## config.mk

```make
export PLATFORM = sky130hd
export DESIGN_NAME = scp_front
export DESIGN_NICKNAME = d
export VERILOG_FILES = /design/src/hw/rtl/scp_pkg.sv /design/src/hw/rtl/scp_front.sv
export SDC_FILE = /design/constraint.sdc
export NUM_CORES = 2
export LEC_CHECK = 0
export ABC_AREA = 1
export BUFFER_PORTS_ARGS = -buffer_cell sky130_fd_sc_hd__buf_2
export CAP_MARGIN = 20
export CORE_ASPECT_RATIO = 1.2
export CORE_MARGIN = 5
export CORE_UTILIZATION = 57
export DETAILED_ROUTE_END_ITERATION = 8
export GPL_TIMING_DRIVEN = 0
export PLACE_DENSITY = 0.76
export REMOVE_ABC_BUFFERS = 1
export SYNTH_ARGS = -nofsm -noshare
export SYNTH_HDL_FRONTEND = slang
export SYNTH_SLANG_ARGS = --single-unit
```

## constraint.sdc

```tcl
create_clock -name clk -period 6.25 [get_ports clk]
set_clock_uncertainty 0.05 [all_clocks]
set_input_delay 0.9375 -clock clk [delete_from_list [all_inputs] [get_ports clk]]
set_output_delay 0.9375 -clock clk [all_outputs]
set_load 0.05 [all_outputs]
```

## src/hw/rtl/scp_pkg.sv

```systemverilog
`default_nettype none
// ----------------------------------------------------------------------------
// scp_pkg: shared types, constants and arithmetic helpers
// Fixed-point constants for range reduction (Q.52) and the sine/cosine
// polynomials (Q.30), plus the rounding multiply and the output clamp.
// ----------------------------------------------------------------------------
package scp_pkg;

    localparam int ANGLE_W = 32;   // Q8.24 input angle
    localparam int OUT_W   = 32;   // Q2.30 outputs
    localparam int RED_W   = 62;   // scaled angle plus pi, Q.52
    localparam int RES_W   = 58;   // reduced angle, Q.52
    localparam int Y_W     = 32;   // folded angle, Q.30
    localparam int POLY_W  = 34;   // polynomial datapath, Q.30
    localparam int K_W     = 7;    // turn count estimate
    localparam int T24_W   = 34;   // angle plus pi, Q.24
    localparam int EST_W   = 66;   // product for the turn estimate
    localparam int EST_SH  = 56;   // binary point of that product

    localparam logic signed [RED_W-1:0] PI_Q52     = 62'sh3243F6A8885A31;
    localparam logic signed [RED_W-1:0] TWOPI_Q52  = 62'sh6487ED5110B461;
    localparam logic signed [RED_W-1:0] HALFPI_Q52 = 62'sh1921FB54442D18;

    // pi in Q.24 (truncated) and 2^32 / (2 pi), for the turn estimate
    localparam logic signed [T24_W-1:0] PI_Q24     = 34'sh3243F6A;
    localparam logic signed [31:0]      INV_TWOPI  = 32'sd683565276;

    // pi / 2 in Q.30, rounded up
    localparam logic signed [Y_W-1:0]   HALFPI_Q30 = 32'sd1686629714;

    localparam logic signed [POLY_W-1:0] ONE_Q30 = 34'sd1073741824;

    // sine Horner coefficients, highest order first
    localparam logic signed [POLY_W-1:0] S_COEF [0:4] = '{
        34'sd2959, -34'sd213044, 34'sd8947849, -34'sd178956971, 34'sd1073739140
    };

    // cosine Horner coefficients, highest order first, ending in one
    localparam logic signed [POLY_W-1:0] C_COEF [0:4] = '{
        34'sd26631, -34'sd1491308, 34'sd44739243, -34'sd536870912, 34'sd1073741824
    };

    localparam logic signed [2*POLY_W-1:0] PROD_RND = (2*POLY_W)'(1) <<< 29;

    typedef struct packed {
        logic signed [Y_W-1:0] y30;
        logic                  neg_cos;
    } scp_item_t;

    // Q.30 times Q.30 back to Q.30, round half up
    function automatic logic signed [POLY_W-1:0] mul30(
        input logic signed [POLY_W-1:0] a,
        input logic signed [POLY_W-1:0] b
    );
        logic signed [2*POLY_W-1:0] prod;
        begin
            prod = a * b;
            prod = prod + PROD_RND;
            return prod[POLY_W+29:30];
        end
    endfunction

    // saturate to plus or minus one
    function automatic logic signed [OUT_W-1:0] clamp_one(
        input logic signed [POLY_W-1:0] v
    );
        begin
            if (v > ONE_Q30)
                return OUT_W'(ONE_Q30);
            else if (v < -ONE_Q30)
                return OUT_W'(-ONE_Q30);
            else
                return OUT_W'(v);
        end
    endfunction

endpackage
`default_nettype wire

```

## src/hw/rtl/scp_front.sv

```systemverilog
`default_nettype none
// ----------------------------------------------------------------------------
// scp_front: angle range reduction
// Four stages: turn estimate, subtract whole turns, correct into [-pi, pi),
// fold into [-pi/2, pi/2] and round to Q.30 with the cosine sign flag.
// ----------------------------------------------------------------------------
module scp_front (
    input  wire                                 clk,
    input  wire                                 rst_n,
    input  wire                                 in_valid,
    output logic                                in_stall,
    input  wire  signed [scp_pkg::ANGLE_W-1:0]  angle,
    output logic                                out_valid,
    input  wire                                 out_ready,
    output scp_pkg::scp_item_t                  out_item
);
    import scp_pkg::*;

    localparam int NSTG = 4;

    localparam logic signed [RES_W-1:0] PI_R      = RES_W'(PI_Q52);
    localparam logic signed [RES_W-1:0] TWOPI_R   = RES_W'(TWOPI_Q52);
    localparam logic signed [RES_W-1:0] HALFPI_R  = RES_W'(HALFPI_Q52);
    localparam logic signed [RES_W-1:0] TWOPI_MPI = TWOPI_R - PI_R;
    localparam logic signed [RES_W-1:0] TWOPI_PPI = TWOPI_R + PI_R;
    localparam logic signed [RES_W-1:0] Y_RND     = RES_W'(1) <<< 21;

    logic [NSTG-1:0] vld_reg;
    logic [NSTG-1:0] vld_next;
    logic [NSTG-1:0] rdy;
    logic [NSTG-1:0] load;

    logic signed [ANGLE_W-1:0] a1_reg;
    logic signed [K_W-1:0]     k1_reg;
    logic signed [K_W-1:0]     k1_next;
    logic signed [RES_W-1:0]   r0_reg;
    logic signed [RES_W-1:0]   r0_next;
    logic signed [RES_W-1:0]   x_reg;
    logic signed [RES_W-1:0]   x_next;
    scp_item_t                 item_reg;
    scp_item_t                 item_next;

    logic signed [T24_W-1:0]   t24;
    logic signed [EST_W-1:0]   est;
    logic signed [RED_W-1:0]   b_val;
    logic signed [RED_W-1:0]   turns;
    logic signed [RED_W-1:0]   diff;
    logic signed [RES_W-1:0]   y_val;
    logic signed [RES_W-1:0]   y_rnd;

    // ready chain, last stage hands off to the queue
    always_comb
    begin
        rdy[NSTG-1] = !vld_reg[NSTG-1] || out_ready;
        for (int i = NSTG - 2; i >= 0; i--)
        begin
            rdy[i] = !vld_reg[i] || rdy[i+1];
        end
        load[0]     = in_valid && rdy[0];
        vld_next[0] = rdy[0] ? in_valid : vld_reg[0];
        for (int i = 1; i < NSTG; i++)
        begin
            load[i]     = vld_reg[i-1] && rdy[i];
            vld_next[i] = rdy[i] ? vld_reg[i-1] : vld_reg[i];
        end
    end

    assign in_stall  = !rdy[0];
    assign out_valid = vld_reg[NSTG-1];
    assign out_item  = item_reg;

    // stage 1: whole turns, off by at most one
    always_comb
    begin
        t24     = T24_W'(angle) + PI_Q24;
        est     = t24 * INV_TWOPI;
        k1_next = est[EST_SH+K_W-1:EST_SH];
    end

    // stage 2: subtract the estimated turns exactly
    always_comb
    begin
        b_val   = $signed({{(RED_W-ANGLE_W-28){a1_reg[ANGLE_W-1]}}, a1_reg, 28'd0})
                  + PI_Q52;
        turns   = k1_reg * TWOPI_Q52;
        diff    = b_val - turns;
        r0_next = diff[RES_W-1:0];
    end

    // stage 3: fix the estimate and remove the pi offset
    always_comb
    begin
        priority if (r0_reg < 0)
            x_next = r0_reg + TWOPI_MPI;
        else if (r0_reg >= TWOPI_R)
            x_next = r0_reg - TWOPI_PPI;
        else
            x_next = r0_reg - PI_R;
    end

    // stage 4: fold into the right half plane and round to Q.30
    always_comb
    begin
        item_next.neg_cos = 1'b1;
        priority if (x_reg < -HALFPI_R)
            y_val = -PI_R - x_reg;
        else if (x_reg > HALFPI_R)
            y_val = PI_R - x_reg;
        else
        begin
            y_val             = x_reg;
            item_next.neg_cos = 1'b0;
        end
        y_rnd         = y_val + Y_RND;
        item_next.y30 = y_rnd[Y_W+21:22];
    end

    always_ff @(posedge clk or negedge rst_n)
    begin
        if (!rst_n)
            vld_reg <= '0;
        else
            vld_reg <= vld_next;
    end

    always_ff @(posedge clk)
    begin
        if (load[0])
        begin
            a1_reg <= angle;
            k1_reg <= k1_next;
        end
        if (load[1])
            r0_reg <= r0_next;
        if (load[2])
            x_reg <= x_next;
        if (load[3])
            item_reg <= item_next;
    end

    a_x_wrapped: assert property (@(posedge clk) disable iff (!rst_n)
        vld_reg[2] |-> (x_reg >= -PI_R) && (x_reg < PI_R))
        else $error("reduced angle outside [-pi, pi)");

    a_y_folded: assert property (@(posedge clk) disable iff (!rst_n)
        vld_reg[3] |-> (item_reg.y30 <= HALFPI_Q30) && (item_reg.y30 >= -HALFPI_Q30))
        else $error("folded angle outside [-pi/2, pi/2]");

endmodule
`default_nettype wire

```

==> results.md <==
- Outcome: finished with violations
- Failing checks: setup timing
- Via/cell ratio: 5.86
- Initial DRC Count: 4,571
- Via Count: 45,779
- Drt first pass iters: 6
- CP max-delay cell: fa_1
- Max Cap Viol: 0
- Rows: 115
- Setup ws final: -2.25 ns
- Worst R2R Setup Slack: 0.10 ns
- Async set-reset flop share out of synthesis: 0.0211
- Total number of yosys warnings: 0
- Worst Path Max Fanout: 6
- Max Fclk: 118 MHz
- Nets: 7,789
- Reg clk slew, reported paths: 0.09 ns
- Layout cells sized above 1: 0.100
- CTS tree: built
- H-tree depth: 4
- Top-level I/O count: 71
- Clk sinks: 190
- Area of the multi-input gates: 36,500 um2
- CTS buffer count: 17
- Slew HR: 0.128
- Mapped Area: 46,700 um2
- R2R Path End: r0_reg[52]
- Clk buf depth: 2
- Prevailing post-synth register cell: edfxtp_1
- Number of antenna violations at the first check in global routing: 6
- Yosys reg bits: 190
- EDFF count, synth: 186
- Commonest cells after routing, fill and taps aside: 1,444 x nand2_1, 1,368 x inv_1, 660 x nor2_1, 475 x fa_1, 459 x ha_1
- Crit. End Element: flip-flop
- Fillers: 7,279
- Post-route DRC violation count: 0
- Final setup fails: 7
- FF+latch area: 5690 um2
- Yosys top cell area share: 0.215
- Total GRT Usage: 0.420
- Crit path DAT: 8.71 ns
- Area leader, netlist: fa_1
- Yosys cell types: 73
- Crit share post-route: 1.36
- Routability congestion estimate: 1.09
- Vias in the first global route: 46,570
- Syn Area/Cell: 7.06 um2
- Required @ worst endpoint: 6.47 ns
- Routed wire length: 188 mm
- DP HPWL: 150 mm
- Crit-path max cell delay: 0.56 ns
- Drt wl/cell: 24.0 um
- Root Driver: clkbuf_16
- Max Slew Vio Count: 0
- Least-Margin Pin Slew: 1.30 ns
- Synth area leaders: fa_1 22%, ha_1 13%, edfxtp_1 12%
- Commonest non-fill, non-tap cell in the layout: nand2_1
- Hold_buf cts: 0
- Number of port buffers: 70
- Critical path class: in -> reg
- Crit Reg-Reg Startpoint: k1_reg[3]
- RSZ-0062 raised after global routing: true
- Total global routing overflow: 0
- Area grow syn2layout: 10.4%
- CP startpoint: angle[2]
- Core ar.: 81,700 um2
- Global-route wire length before repair: 276 mm
- Worst skew pair latency: 0.53 ns
- Sequential fraction of the synthesis area: 0.122
- CP most frequent cell: fa_1
- Die area: 87,800 um2
- Crit start category: primary input
- Synth Instances: 6,619
- Hold Crit Class: in -> async
- Starting Density: 0.572
- Hold Fails Final Rpt: 0
- Post-route ant nets: 0
- Largest net degree at the start of global routing: 62
- Fin crit period: 8.50 ns
- Worst Reg2Reg Path Length in Cells: 17
- DIE WIDTH: 271 um
- Total Neg Setup Slack: -14.94 ns
- Die Ht: 324 um
-- Yosys cell counts, types with 5 or more instances --
master     count
and2_1         5
nand3b_1      13
o31ai_1        6
buf_6         10
edfxtp_1     186
a211oi_1       9
o21a_1        15
a21oi_1      266
nor2_4        11
clkbuf_1      42
nand3_1      331
o311ai_0       5
nor4_1        26
inv_1       1429
nor2_2        27
a31oi_1       41
o21ai_0      212
o2111ai_1      5
o22ai_1       10
nor3_1       101
buf_4         13
buf_2         52
and3_1         6
o211ai_1      20
nand4_1       80
clkinv_1      14
a221oi_1       7
fa_1         503
o21ai_1       16
or2_2          9
a21oi_2        7
inv_2         34
nand3_2        7
nor2_1       687
xor2_1       245
a21boi_0      16
nand2_1     1486
nand2_2       16
ha_1         503
o21bai_1      24
a21o_1        16
xnor2_1       55
-- worst max-delay path: cells and delay by family --
| family | cells | cell delay [ns] |
|---|---|---|
| and+or+nand+nor | 6 | 0.90 |
| adders and majority gates | 10 | 4.06 |
| AOI/OAI and AO/OA | 6 | 1.61 |
| xor gates and xnor gates | 1 | 0.17 |
| buffers and inverters | 8 | 1.00 |
-- kinds of logic after synthesis --
| logic type | synth area share |
|---|---|
| buffers and inverters | 0.133 |
| multiplexers | 0.000910 |
| AO/OA/AOI/OAI | 0.0847 |
| flip-flops | 0.122 |
| AND/OR/NAND/NOR | 0.253 |
| adder cells (fa/ha/maj) | 0.350 |
| XOR/XNOR | 0.0562 |
| other | 0.000161 |
-- repair_timing --
action / in CTS / in global routing
endpoints found under the setup margin: 28 / 11
buffers inserted: 82 / 55
pin swaps: 128 / 97
gates resized for setup: 288 / 103
cloned: 0 / 1
-- worst max-delay path by stage --
stage                endpoint
floorplan           k1_reg[4]
global placement    k1_reg[5]
detailed placement  k1_reg[5]
CTS                 k1_reg[2]
global route        k1_reg[5]
finish              k1_reg[3]
-- stage by stage --
stage               hold WS, ns  cell area (um2)  instances  setup slack (ns)  utilization
finish                    0.147            51600       7818             -2.25        0.631
global route              0.141            51600       7813             -2.30        0.631
CTS                       0.123            50700       7755             -1.96        0.620
detailed placement        0.432            48100       7641             -4.49        0.589
global placement          0.402            47800       7620             -8.41        0.584
floorplan                 0.384            46100       6497             -5.20            -
-- per-layer routing --
metal  global-route usage  routed length, um  up-vias
met2                0.713              88200     2415
met4                0.413              25000        4
li1                     -                  -    20905
met5                    0                 27        -
met3               0.0961              14300     1010
met1                0.421              60500    21445
-- layout make-up --
type	instances	share of cell area
clock inverters	14	0.00315
multi-input cells	4826	0.706
repair buffers	231	0.0366
well taps	1053	0.0255
diodes	5	0.000242
flip-flops and latches	190	0.110
clock buffers	18	0.00832
inverters	1481	0.110
Power is not shown: default switching activity piles up to over one toggle a cycle in this logic, so the estimate is an artifact.
