==> src/hw/rtl/scp_pkg.sv <==
`default_nettype none
// ----------------------------------------------------------------------------
// scp_pkg: shared types, constants and arithmetic helpers
// Fixed-point constants for range reduction (Q.52) and the sine/cosine
// polynomials (Q.30), plus the rounding multiply and the output clamp.
// ----------------------------------------------------------------------------
package scp_pkg;

    localparam int ANGLE_W = 32;   // Q8.24 input angle
    localparam int OUT_W   = 32;   // Q2.30 outputs
    localparam int RED_W   = 62;   // scaled angle plus pi, Q.52
    localparam int RES_W   = 58;   // reduced angle, Q.52
    localparam int Y_W     = 32;   // folded angle, Q.30
    localparam int POLY_W  = 34;   // polynomial datapath, Q.30
    localparam int K_W     = 7;    // turn count estimate
    localparam int T24_W   = 34;   // angle plus pi, Q.24
    localparam int EST_W   = 66;   // product for the turn estimate
    localparam int EST_SH  = 56;   // binary point of that product

    localparam logic signed [RED_W-1:0] PI_Q52     = 62'sh3243F6A8885A31;
    localparam logic signed [RED_W-1:0] TWOPI_Q52  = 62'sh6487ED5110B461;
    localparam logic signed [RED_W-1:0] HALFPI_Q52 = 62'sh1921FB54442D18;

    // pi in Q.24 (truncated) and 2^32 / (2 pi), for the turn estimate
    localparam logic signed [T24_W-1:0] PI_Q24     = 34'sh3243F6A;
    localparam logic signed [31:0]      INV_TWOPI  = 32'sd683565276;

    // pi / 2 in Q.30, rounded up
    localparam logic signed [Y_W-1:0]   HALFPI_Q30 = 32'sd1686629714;

    localparam logic signed [POLY_W-1:0] ONE_Q30 = 34'sd1073741824;

    // sine Horner coefficients, highest order first
    localparam logic signed [POLY_W-1:0] S_COEF [0:4] = '{
        34'sd2959, -34'sd213044, 34'sd8947849, -34'sd178956971, 34'sd1073739140
    };

    // cosine Horner coefficients, highest order first, ending in one
    localparam logic signed [POLY_W-1:0] C_COEF [0:4] = '{
        34'sd26631, -34'sd1491308, 34'sd44739243, -34'sd536870912, 34'sd1073741824
    };

    localparam logic signed [2*POLY_W-1:0] PROD_RND = (2*POLY_W)'(1) <<< 29;

    typedef struct packed {
        logic signed [Y_W-1:0] y30;
        logic                  neg_cos;
    } scp_item_t;

    // Q.30 times Q.30 back to Q.30, round half up
    function automatic logic signed [POLY_W-1:0] mul30(
        input logic signed [POLY_W-1:0] a,
        input logic signed [POLY_W-1:0] b
    );
        logic signed [2*POLY_W-1:0] prod;
        begin
            prod = a * b;
            prod = prod + PROD_RND;
            return prod[POLY_W+29:30];
        end
    endfunction

    // saturate to plus or minus one
    function automatic logic signed [OUT_W-1:0] clamp_one(
        input logic signed [POLY_W-1:0] v
    );
        begin
            if (v > ONE_Q30)
                return OUT_W'(ONE_Q30);
            else if (v < -ONE_Q30)
                return OUT_W'(-ONE_Q30);
            else
                return OUT_W'(v);
        end
    endfunction

endpackage
`default_nettype wire

==> src/hw/rtl/scp_queue.sv <==
`default_nettype none
// ----------------------------------------------------------------------------
// scp_queue: short FIFO between range reduction and polynomial evaluation
// Lets either side stall without holding up the other.
// ----------------------------------------------------------------------------
module scp_queue #(
    parameter int DEPTH = 4
) (
    input  wire                 clk,
    input  wire                 rst_n,
    input  wire                 push_valid,
    output logic                push_ready,
    input  scp_pkg::scp_item_t  push_item,
    output logic                pop_valid,
    input  wire                 pop_ready,
    output scp_pkg::scp_item_t  pop_item
);
    import scp_pkg::*;

    localparam int PTR_W = (DEPTH > 1) ? $clog2(DEPTH) : 1;
    localparam int CNT_W = $clog2(DEPTH + 1);
    localparam logic [PTR_W-1:0] LAST = PTR_W'(DEPTH - 1);
    localparam logic [CNT_W-1:0] FULL = CNT_W'(DEPTH);

    scp_item_t        mem [0:DEPTH-1];
    logic [PTR_W-1:0] wr_ptr_reg;
    logic [PTR_W-1:0] wr_ptr_next;
    logic [PTR_W-1:0] rd_ptr_reg;
    logic [PTR_W-1:0] rd_ptr_next;
    logic [CNT_W-1:0] cnt_reg;
    logic [CNT_W-1:0] cnt_next;
    logic             push;
    logic             pop;

    assign push_ready = (cnt_reg != FULL);
    assign pop_valid  = (cnt_reg != '0);
    assign pop_item   = mem[rd_ptr_reg];
    assign push       = push_valid && push_ready;
    assign pop        = pop_valid && pop_ready;

    always_comb
    begin
        wr_ptr_next = wr_ptr_reg;
        rd_ptr_next = rd_ptr_reg;
        cnt_next    = cnt_reg;
        if (push)
            wr_ptr_next = (wr_ptr_reg == LAST) ? '0 : wr_ptr_reg + 1'b1;
        if (pop)
            rd_ptr_next = (rd_ptr_reg == LAST) ? '0 : rd_ptr_reg + 1'b1;
        if (push && !pop)
            cnt_next = cnt_reg + 1'b1;
        else if (pop && !push)
            cnt_next = cnt_reg - 1'b1;
    end

    always_ff @(posedge clk or negedge rst_n)
    begin
        if (!rst_n)
        begin
            wr_ptr_reg <= '0;
            rd_ptr_reg <= '0;
            cnt_reg    <= '0;
        end
        else
        begin
            wr_ptr_reg <= wr_ptr_next;
            rd_ptr_reg <= rd_ptr_next;
            cnt_reg    <= cnt_next;
        end
    end

    always_ff @(posedge clk)
    begin
        if (push)
            mem[wr_ptr_reg] <= push_item;
    end

    a_cnt_bound: assert property (@(posedge clk) disable iff (!rst_n)
        cnt_reg <= FULL)
        else $error("queue count above depth");

    a_cnt_up: assert property (@(posedge clk) disable iff (!rst_n)
        (push && !pop) |=> (cnt_reg == $past(cnt_reg) + 1'b1))
        else $error("queue count missed a push");

endmodule
`default_nettype wire

==> config.mk <==
export PLATFORM = sky130hd
export DESIGN_NAME = scp_queue
export DESIGN_NICKNAME = d
export VERILOG_FILES = /design/src/hw/rtl/scp_pkg.sv /design/src/hw/rtl/scp_queue.sv
export SDC_FILE = /design/constraint.sdc
export NUM_CORES = 1
export LEC_CHECK = 0
export BUFFER_PORTS_ARGS = -buffer_cell sky130_fd_sc_hd__buf_2
export CELL_PAD_IN_SITES_DETAIL_PLACEMENT = 0
export CELL_PAD_IN_SITES_GLOBAL_PLACEMENT = 1
export CORE_ASPECT_RATIO = 0.5
export CORE_MARGIN = 3
export CORE_UTILIZATION = 50
export DETAILED_ROUTE_END_ITERATION = 10
export PLACE_DENSITY = 0.83
export SLEW_MARGIN = 20
export SYNTH_ARGS = -nofsm -noshare
export SYNTH_HDL_FRONTEND = slang
export SYNTH_SLANG_ARGS = --single-unit
==> constraint.sdc <==
create_clock -name clk -period 2.5 [get_ports clk]
set_clock_uncertainty 0.1 [all_clocks]
set_input_delay 0.125 -clock clk [delete_from_list [all_inputs] [get_ports clk]]
set_output_delay 0.125 -clock clk [all_outputs]
set_load 0.005 [all_outputs]
==> impl_results.md, run 1 <==
* Vias per cell at 5.34
* Seq/Total Area, Yosys at 79.7%
* Num rows at 25
* Starting Density at 53.2%
* Min cycle time layout at 2.32 ns
* Crit-path most repeated cell: xor2_1
* Worst EP required at 2.74 ns
* TritonCTS clock tree: built
* Area Growth Syn to Fin at 28.5%
* PD cells at 1190 nW/um^2
* Worst setup EP type: register
* Status: finished clean
* GPL Wtd Cong at 0.714
* Largest net degree at the start of global routing at 36
* Critical path cell sequence: or3_2 -> nand2_2 -> ha_1 -> inv_1 -> fa_1 -> xor2_1 -> nor2_1 -> xor2_1
* Max Fanout on Critical Path at 4
* Yosys synthesis warning count at 0
* Max Clock Freq at 432 MHz
* Cell area after layout at 6680 um^2
* VDD IR-drop max at 690 uV
* Delay-heaviest family, CP: simple AND/OR/NAND/NOR gates
* Startpoint of the worst hold path: pop_ready
* Crit path DAT at 2.55 ns
* Slew HR at 40.5%
* Clk slew on worst S/H paths at 0.06 ns
* Nets at 372
* Synth Instances at 209
* WL per Instance at 20.7 um
* Number of global-route vias before repair at 2,766
* Final setup viols at 0
* IO buf count at 71
* Tightest Pin Transition at 0.892 ns
* Final Power at 0.00798 W
* Average cell area after synthesis at 24.9 um^2
* Num ports at 72
* Final antenna-violating net count at 0
* Final Hold Viols at 0
* Maximum clock path buffer count at 2
* Synth Net Count at 253
* CTS buffer count at 17
* Tcrit/Tclk final at 92.6%
* Post-DP HPWL at 5260 um
* H-tree depth at 4
* Placeable Area at 9760 um^2
* R2r worst-path depth at 8
* Worst hold path class: in -> reg
* Commonest non-fill, non-tap cell in the layout: edfxtp_1
* Reg-to-Reg Start: cnt_reg[1]$_DFFE_PN0P_
* Clk root buf: clkbuf_16
* CP peak stage delay at 0.51 ns
* #FFs+latches synth at 139
* Die width at 150 um
* Setup TNS at 0 ns
* Commonest cells after routing, fill and taps aside: edfxtp_1, buf_2, dlygate4sd3_1
* Total congestion overflow at 0
* Reg-to-Reg End: cnt_reg[2]$_DFFE_PN0P_
* Layout cells sized above 1 at 43.4%
* Mapped cell area at 5200 um^2
* Post-synthesis cell type count at 19
* Worst Hold Endpoint: rd_ptr_reg[0]$_DFFE_PN0P_
* Total track usage at 18.4%
* CP max-delay cell: or3_2
* Global-route wire length before repair at 15,300 um
* Die area at 11,700 um^2
* Clk_lat worst skew at 0.41 ns
* Max cap viols at 0
* Die H at 78.1 um
* RSZ-0062 raised after global routing: false
* CP Launch Type: register
* DRC errors left at 0
* WL final at 9840 um
* # diodes at 0
* Crit path kind: reg -> reg
* Leak at 2.38 nW
* Clk sinks at 139
* Pre-antenna DRT Iters at 4
* Initial antenna violation count at 0
* Max FFs per register at 132
* Crit path buf inv count at 1
* Filler instances at 620
* Hold slack at 0.00490 ns
* Total number of vias at 2,541
* Starting DRC count in detailed routing at 129
* Flop2flop setup slack at 0.18 ns
* Worst hold path depth at 3
* Placed cell areas at 5690 um^2
* Slew Viols, Final at 0
==> worst max-delay path by stage <==
stage	start	end	slack (ns)	depth (start not counted)
2_1_floorplan	cnt_reg[1]$_DFFE_PN0P_	cnt_reg[2]$_DFFE_PN0P_	0.31	8
3_3_place_gp	cnt_reg[1]$_DFFE_PN0P_	cnt_reg[2]$_DFFE_PN0P_	0.25	8
3_5_place_dp	cnt_reg[1]$_DFFE_PN0P_	cnt_reg[2]$_DFFE_PN0P_	0.14	8
4_1_cts	cnt_reg[1]$_DFFE_PN0P_	cnt_reg[2]$_DFFE_PN0P_	0.13	8
5_1_grt	cnt_reg[1]$_DFFE_PN0P_	cnt_reg[2]$_DFFE_PN0P_	0.05	8
6_report	cnt_reg[1]$_DFFE_PN0P_	cnt_reg[2]$_DFFE_PN0P_	0.18	8
==> worst min-delay path, delay by kind of cell <==
family | cells | cell delay [ns]
and+or+nand+nor | 1 | 0.09
muxes | 1 | 0.16
buffers and inverters | 1 | 0.10
==> through the flow <==
step	cells	util (%)	setup slack, ns
6_report	476	68.4	0.184
5_1_grt	476	68.4	0.0451
4_1_cts	476	68.4	0.131
3_5_place_dp	409	58.3	0.143
3_3_place_gp	409	58.3	0.251
2_1_floorplan	209	-	0.313
==> layer usage <==
metal  up-vias  GRT usage [%]  routed length, um
li1       1126              -                  -
met2        87           28.3               4880
met3        28           5.65                514
met5         -              0                  0
met4         0           10.8                298
met1      1300           23.5               4150
==> final cells by class <==
class	count	area, um^2	area share (%)
flip-flops and latches	139	4140	62.0
multi-input cells	59	1000	15.0
repair buffers	108	721	10.8
clock buffers	20	437	6.54
clock inverters	12	196	2.94
well taps	135	169	2.53
inverters	3	11.3	0.169
==> kinds of logic after synthesis <==
group                    Yosys count  synth area share, %
buffers and inverters             11                 1.08
adder cells (fa/ha/maj)            7                 1.83
flip-flops                       139                 79.7
multiplexers                      38                 15.5
XOR/XNOR                           3                0.506
AND/OR/NAND/NOR                   11                 1.40
==> power breakdown <==
group | total [W] | internal [W] | switching (W)
Combinational | 0.00194 | 0.00104 | 0.000903
Sequential | 0.00337 | 0.00310 | 0.000268
Clock | 0.00267 | 0.00176 | 0.000902
==> cell usage after synthesis <==
cell type / number / area, um^2
buf_4: 3 / 22.5
mux4_2: 33 / 743
nand2_1: 1 / 3.75
nor2_1: 3 / 11.3
edfxtp_1: 132 / 3960
ha_1: 6 / 75.1
buf_1: 2 / 7.51
or3b_4: 1 / 11.3
xor2_1: 2 / 17.5
mux2_2: 3 / 33.8
fa_1: 1 / 20.0
inv_1: 3 / 11.3
buf_2: 3 / 15.0
or3_2: 1 / 7.51
dfrtp_1: 7 / 175
mux2_4: 2 / 30.0
and2_4: 1 / 8.76
xnor2_1: 1 / 8.76
and3_2: 4 / 30.0
==> what timing repair did <==
item                                   CTS  global route
endpoints found under the hold margin  139             0
setup endpoints to repair                0             1
resized for setup                        0             1
setup buffers                            0             0
hold buffers                            35             0
Note: power is estimated with default switching activity, not from simulation.
==> inputs of run 2 (changes only) <==
==> constraint.sdc (replaced) <==
create_clock -name clk -period 2.5 [get_ports clk]
set_clock_uncertainty 0.1 [all_clocks]
set_input_delay 0.125 -clock clk [delete_from_list [all_inputs] [get_ports clk]]
set_output_delay 0.125 -clock clk [all_outputs]
set_load 0.02 [all_outputs]
==> run 2 against run 1 <==
  * Count of clock-buffer cells in the layout decreased by 2
  * Sequential cell count is the same
  * Worst setup slack got worse by 0.038 ns
  * Non-clock buffer count stayed put
  * Clock power decreased by 5%
  * Register-to-register slack got worse by 0.04 ns
  * Cell count unchanged
  * Sequential share of layout area up 0.27 points
  * Utilization down 0.29 points
  * Highest routed layer unchanged
  * Worst hold slack gained 0.013 ns
  * Largest cell class unchanged
  * Critical path depth did not move
==> impl_results.md, run 2 (synthesized netlist as in run 1, its figures left out) <==
* Status: finished clean
* Critical Path Sink: cnt_reg[2]$_DFFE_PN0P_
* Filler instances at 636
* PD cells at 1240 nW/um^2
* H-tree depth at 4
* Num ports at 72
* Final setup viols at 0
* CP Launch Type: register
* R2r worst-path depth at 8
* CTS buffer count at 17
* Max Clock Freq at 425 MHz
* Max FFs per register at 132
* # diodes at 0
* Reg-to-Reg End: cnt_reg[2]$_DFFE_PN0P_
* IO buf count at 71
* Die H at 78.1 um
* Clk slew on worst S/H paths at 0.06 ns
* Hold slack at 0.0181 ns
* Pre-antenna DRT Iters at 5
* Total number of vias at 2,527
* Crit path kind: reg -> reg
* DRC errors left at 0
* Worst hold path class: in -> reg
* Largest net degree at the start of global routing at 36
* Commonest non-fill, non-tap cell in the layout: edfxtp_1
* Post-DP HPWL at 5220 um
* Slew HR at 40.7%
* Leak at 2.36 nW
* CP peak stage delay at 0.51 ns
* Die width at 150 um
* Max Fanout on Critical Path at 4
* Clk root buf: clkbuf_16
* Crit path DAT at 2.59 ns
* Post-CTS Setup Inserts at 0
* Die area at 11,700 um^2
* Placeable Area at 9760 um^2
* Worst EP required at 2.74 ns
* Number of global-route vias before repair at 2,791
* Critical path cell sequence: or3_2 -> nand2_1 -> ha_1 -> inv_1 -> fa_1 -> xor2_1 -> nor2_1 -> xor2_1
* Final antenna-violating net count at 0
* WL final at 9540 um
* RSZ-0062 raised after global routing: false
* Starting DRC count in detailed routing at 182
* Post_cts resized at 0
* Starting Density at 53.2%
* Max cap viols at 0
* Total congestion overflow at 0
* Nets at 372
* Global-route wire length before repair at 15,200 um
* CP Launch Point: cnt_reg[1]$_DFFE_PN0P_
* CP Depth at 8
* Area Growth Syn to Fin at 28.0%
* Tightest Pin Transition at 0.889 ns
* Clk_lat worst skew at 0.41 ns
* Commonest cells after routing, fill and taps aside: edfxtp_1, buf_2, dlygate4sd3_1
* Clk sinks at 139
* Layout Cells excl Fill at 476
* DP Cell Count at 409
* WL per Instance at 20.0 um
* Num rows at 25
* Worst setup EP type: register
* Tcrit/Tclk final at 94.2%
* Initial antenna violation count at 0
* Vias per cell at 5.31
* Crit-path most repeated cell: xor2_1
* Crit path buf inv count at 1
* Setup ws final at 0.146 ns
* Flop2flop setup slack at 0.15 ns
* GPL Wtd Cong at 0.718
* Maximum clock path buffer count at 2
* DP Worst Slack at 0.144 ns
* Min cycle time layout at 2.35 ns
* Setup TNS at 0 ns
* VDD IR-drop max at 655 uV
* Slew Viols, Final at 0
* Total track usage at 18.0%
* Reg-to-Reg Start: cnt_reg[1]$_DFFE_PN0P_
* TritonCTS clock tree: built
* Final Hold Viols at 0
* Layout cells sized above 1 at 43.1%
* CP max-delay cell: or3_2
* CTS Hold Bufs at 35
* Placed cell areas at 5690 um^2
* Delay-heaviest family, CP: simple AND/OR/NAND/NOR gates
* Cell area after layout at 6650 um^2
run 2: cell types whose count changed in the layout (fill, tap and decap cells not counted), sizes merged:
| cell | delta |
|---|---|
| clkinvlp | +1 |
| bufinv | -1 |
| clkbuf | -2 |
| clkinv | +2 |
run 2: area by class of cell:
cell class | count | area (um^2) | area share, %
flip-flops and latches | 139 | 4140 | 62.3
multi-input cells | 59 | 1000 | 15.1
repair buffers | 108 | 721 | 10.8
clock buffers | 18 | 429 | 6.45
clock inverters | 14 | 178 | 2.67
well taps | 135 | 169 | 2.54
inverters | 3 | 11.3 | 0.169
run 2: worst register-to-register path: stages (launching register included):
cell     delay, ns
dfrtp_1       0.42
or3_2         0.51
nand2_1       0.15
ha_1          0.22
inv_1         0.07
fa_1          0.38
xor2_1        0.18
nor2_1        0.11
xor2_1        0.15
run 2: worst min-delay path by stage:
stage                                     end  cells past startpoint  startpoint
global route        rd_ptr_reg[0]$_DFFE_PN0P_                      3   pop_ready
floorplan              cnt_reg[0]$_DFFE_PN0P_                      0       rst_n
global placement       cnt_reg[0]$_DFFE_PN0P_                      1       rst_n
detailed placement     cnt_reg[0]$_DFFE_PN0P_                      1       rst_n
finish              rd_ptr_reg[0]$_DFFE_PN0P_                      3   pop_ready
CTS                 rd_ptr_reg[0]$_DFFE_PN0P_                      3   pop_ready
run 2: metrics by stage:
step / total power [W] / util (%)
after floorplan: 0.00503 / -
after global placement: 0.00568 / 58.3
after detailed placement: 0.00575 / 58.3
after CTS: 0.00835 / 68.1
after global routing: 0.00862 / 68.1
final: 0.00826 / 68.1
run 2: power by group:
| part | internal, W | switching [W] | leakage [nW] | total [W] |
|---|---|---|---|---|
| Clock | 0.00165 | 0.000884 | 0.290 | 0.00254 |
| Combinational | 0.00105 | 0.00130 | 0.786 | 0.00235 |
| Sequential | 0.00310 | 0.000272 | 1.29 | 0.00337 |
| Total | 0.00580 | 0.00246 | 2.36 | 0.00826 |
run 2: routing by layer:
metal	share of wire (%)	wire length, um	GRT usage, %
met1	39	3750	21.4
met2	54	5150	30.4
met3	5.5	527	6.92
met4	1.2	114	6.39
met5	0	0	0
==> inputs of run 3 (changes only) <==
--- a/config.mk
+++ b/config.mk
@@ -6,13 +6,11 @@
 export NUM_CORES = 1
 export LEC_CHECK = 0
 export BUFFER_PORTS_ARGS = -buffer_cell sky130_fd_sc_hd__buf_2
-export CELL_PAD_IN_SITES_DETAIL_PLACEMENT = 0
-export CELL_PAD_IN_SITES_GLOBAL_PLACEMENT = 1
 export CORE_ASPECT_RATIO = 0.5
 export CORE_MARGIN = 3
-export CORE_UTILIZATION = 50
+export CORE_UTILIZATION = 56
 export DETAILED_ROUTE_END_ITERATION = 10
-export PLACE_DENSITY = 0.83
+export PLACE_DENSITY = 0.82
 export SLEW_MARGIN = 20
 export SYNTH_ARGS = -nofsm -noshare
 export SYNTH_HDL_FRONTEND = slang
==> run 3 against run 2 <==
  * Clock power down 13%
  * Non-clock buffer count grew 3
  * Register-to-register slack about the same
  * Utilization up 6.1 points
  * Cell area is 1.1% lower
  * Sequential power decreased by 2%
  * Critical path depth unchanged
  * Cell count down 3.4%
  * Power fell by 3.1%
  * Via count increased by 0.91%
==> impl_results.md, run 3 (synthesized netlist as in run 1, its figures left out) <==
* Total congestion overflow at 0
* CP peak stage delay at 0.51 ns
* Placeable Area at 8860 um^2
* Slew Viols, Final at 0
* Nets at 375
* Vias per cell at 5.54
* Internal at 0.00552 W
* Clk slew on worst S/H paths at 0.06 ns
* WL per Instance at 21.5 um
* DRC errors left at 0
* Final setup viols at 0
* Final Hold Viols at 0
* RSZ-0062 raised after global routing: false
* Routing usage on met1 at 26.0%
* Starting Density at 58.7%
* CP max-delay cell: or3_2
* Worst EP required at 2.73 ns
* Commonest cells after routing, fill and taps aside: edfxtp_1, buf_2, dlygate4sd3_1
* Reg-to-Reg Start: cnt_reg[1]$_DFFE_PN0P_
* Initial antenna violation count at 0
* Psw at 0.00248 W
* IO buf count at 71
* Met3 Resource Use GR at 8.99%
* Tightest Pin Transition at 0.870 ns
* Clk root buf: clkbuf_16
* Clock share of power at 27.7%
* Leak at 2.35 nW
* VDD IR-drop max at 656 uV
* CP Launch Point: cnt_reg[1]$_DFFE_PN0P_
* Max cap viols at 0
* Combinational power share at 30.9%
* Worst hold path class: in -> reg
* Clk_lat worst skew at 0.41 ns
* Largest net degree at the start of global routing at 36
* Post-CTS Setup Inserts at 0
* Starting DRC count in detailed routing at 176
* Min cycle time layout at 2.34 ns
* Crit-path most repeated cell: xor2_1
* Grt peak-use layer: met2
* Reg-to-Reg End: cnt_reg[2]$_DFFE_PN0P_
* CP Launch Type: register
* GPL Wtd Cong at 0.823
* Maximum clock path buffer count at 2
* Status: finished clean
* Crit path kind: reg -> reg
* Max FFs per register at 132
* Number of global-route vias before repair at 2,670
* Switching share of power at 31.0%
* Critical Path Sink: cnt_reg[2]$_DFFE_PN0P_
* Hold slack at 0.0918 ns
* Post-DP HPWL at 5600 um
* TritonCTS clock tree: built
* Flop pwr share at 41.4%
* M2 GR Usage at 33.5%
* Flop2flop setup slack at 0.16 ns
* R2r worst-path depth at 8
* Die width at 142 um
* Max Clock Freq at 427 MHz
* Crit path buf inv count at 1
* Max Fanout on Critical Path at 4
* CTS buffer count at 17
* Slew HR at 42.0%
* Clk sinks at 139
* Pre-antenna DRT Iters at 4
* Commonest non-fill, non-tap cell in the layout: edfxtp_1
* Die H at 74.1 um
* # diodes at 0
* Crit path DAT at 2.58 ns
* Num ports at 72
* Num rows at 24
* Total track usage at 20.6%
* Tcrit/Tclk final at 93.7%
* Global-route wire length before repair at 15,500 um
* Die area at 10,500 um^2
* Final antenna-violating net count at 0
* CP Depth at 8
* Layout cells sized above 1 at 42.9%
* WL final at 9890 um
* Total number of vias at 2,550
* PD cells at 1220 nW/um^2
* Critical path cell sequence: or3_2 -> nand2_2 -> ha_1 -> inv_1 -> fa_1 -> xor2_1 -> nor2_1 -> xor2_1
* Setup TNS at 0 ns
* Area Growth Syn to Fin at 26.5%
* Delay-heaviest family, CP: simple AND/OR/NAND/NOR gates
* Worst setup EP type: register
* H-tree depth at 4
==> run 3: routing by layer <==
metal	vias to the layer above	part of all wire (%)	wire [um]
met1	1319	40	3960
met2	90	53	5220
met3	18	5.4	539
li1	1123	-	-
met4	0	1.7	171
met5	-	0	0
==> run 3: how the worst min path moves through the flow <==
stage          startpoint                   endpoint  cells after the start
3_5_place_dp        rst_n  wr_ptr_reg[0]$_DFFE_PN0P_                      1
3_3_place_gp        rst_n     cnt_reg[0]$_DFFE_PN0P_                      1
5_1_grt        push_valid  wr_ptr_reg[1]$_DFFE_PN0P_                      3
2_1_floorplan       rst_n     cnt_reg[0]$_DFFE_PN0P_                      0
4_1_cts         pop_ready  rd_ptr_reg[1]$_DFFE_PN0P_                      3
6_report       push_valid  wr_ptr_reg[1]$_DFFE_PN0P_                      3
==> run 3: cell type report <==
class,count,area [um^2]
Clock inverter,12,82.6
Inverter,3,11.3
Fill cell,496,2280
Multi-Input combinational cell,59,1000
Timing Repair Buffer,111,758
Sequential cell,139,4140
Clock buffer,19,433
Tap cell,117,146
==> run 3: per-stage QoR <==
stage | instances | power (W) | util (%) | worst slack, ns | area (um^2)
finish | 460 | 0.00800 | 74.2 | 0.157 | 6580
global route | 460 | 0.00837 | 74.2 | 0.0140 | 6580
CTS | 459 | 0.00808 | 74.1 | 0.118 | 6560
detailed placement | 393 | 0.00581 | 64.3 | 0.151 | 5700
global placement | 393 | 0.00570 | 64.3 | 0.262 | 5700
floorplan | 209 | 0.00503 | - | 0.228 | 5200
==> run 3: worst reg2reg max path: stages (launching register included) <==
cell     delay, ns
dfrtp_1       0.42
or3_2         0.51
nand2_2       0.13
ha_1          0.20
inv_1         0.07
fa_1          0.38
xor2_1        0.17
nor2_1        0.11
xor2_1        0.17
==> run 3: power groups by stage <==
stage,combinational [W],clock (W),sequential (W)
floorplan,0.00180,0,0.00323
global placement,0.00240,0,0.00330
detailed placement,0.00245,0,0.00335
CTS,0.00251,0.00225,0.00332
global route,0.00265,0.00236,0.00337
finish,0.00247,0.00222,0.00331
==> run 3: timing repair <==
item	in CTS	in global routing
hold endpoints to repair	139	2
hold buffers	35	1
endpoints found under the setup margin	0	1
resized for setup	0	1
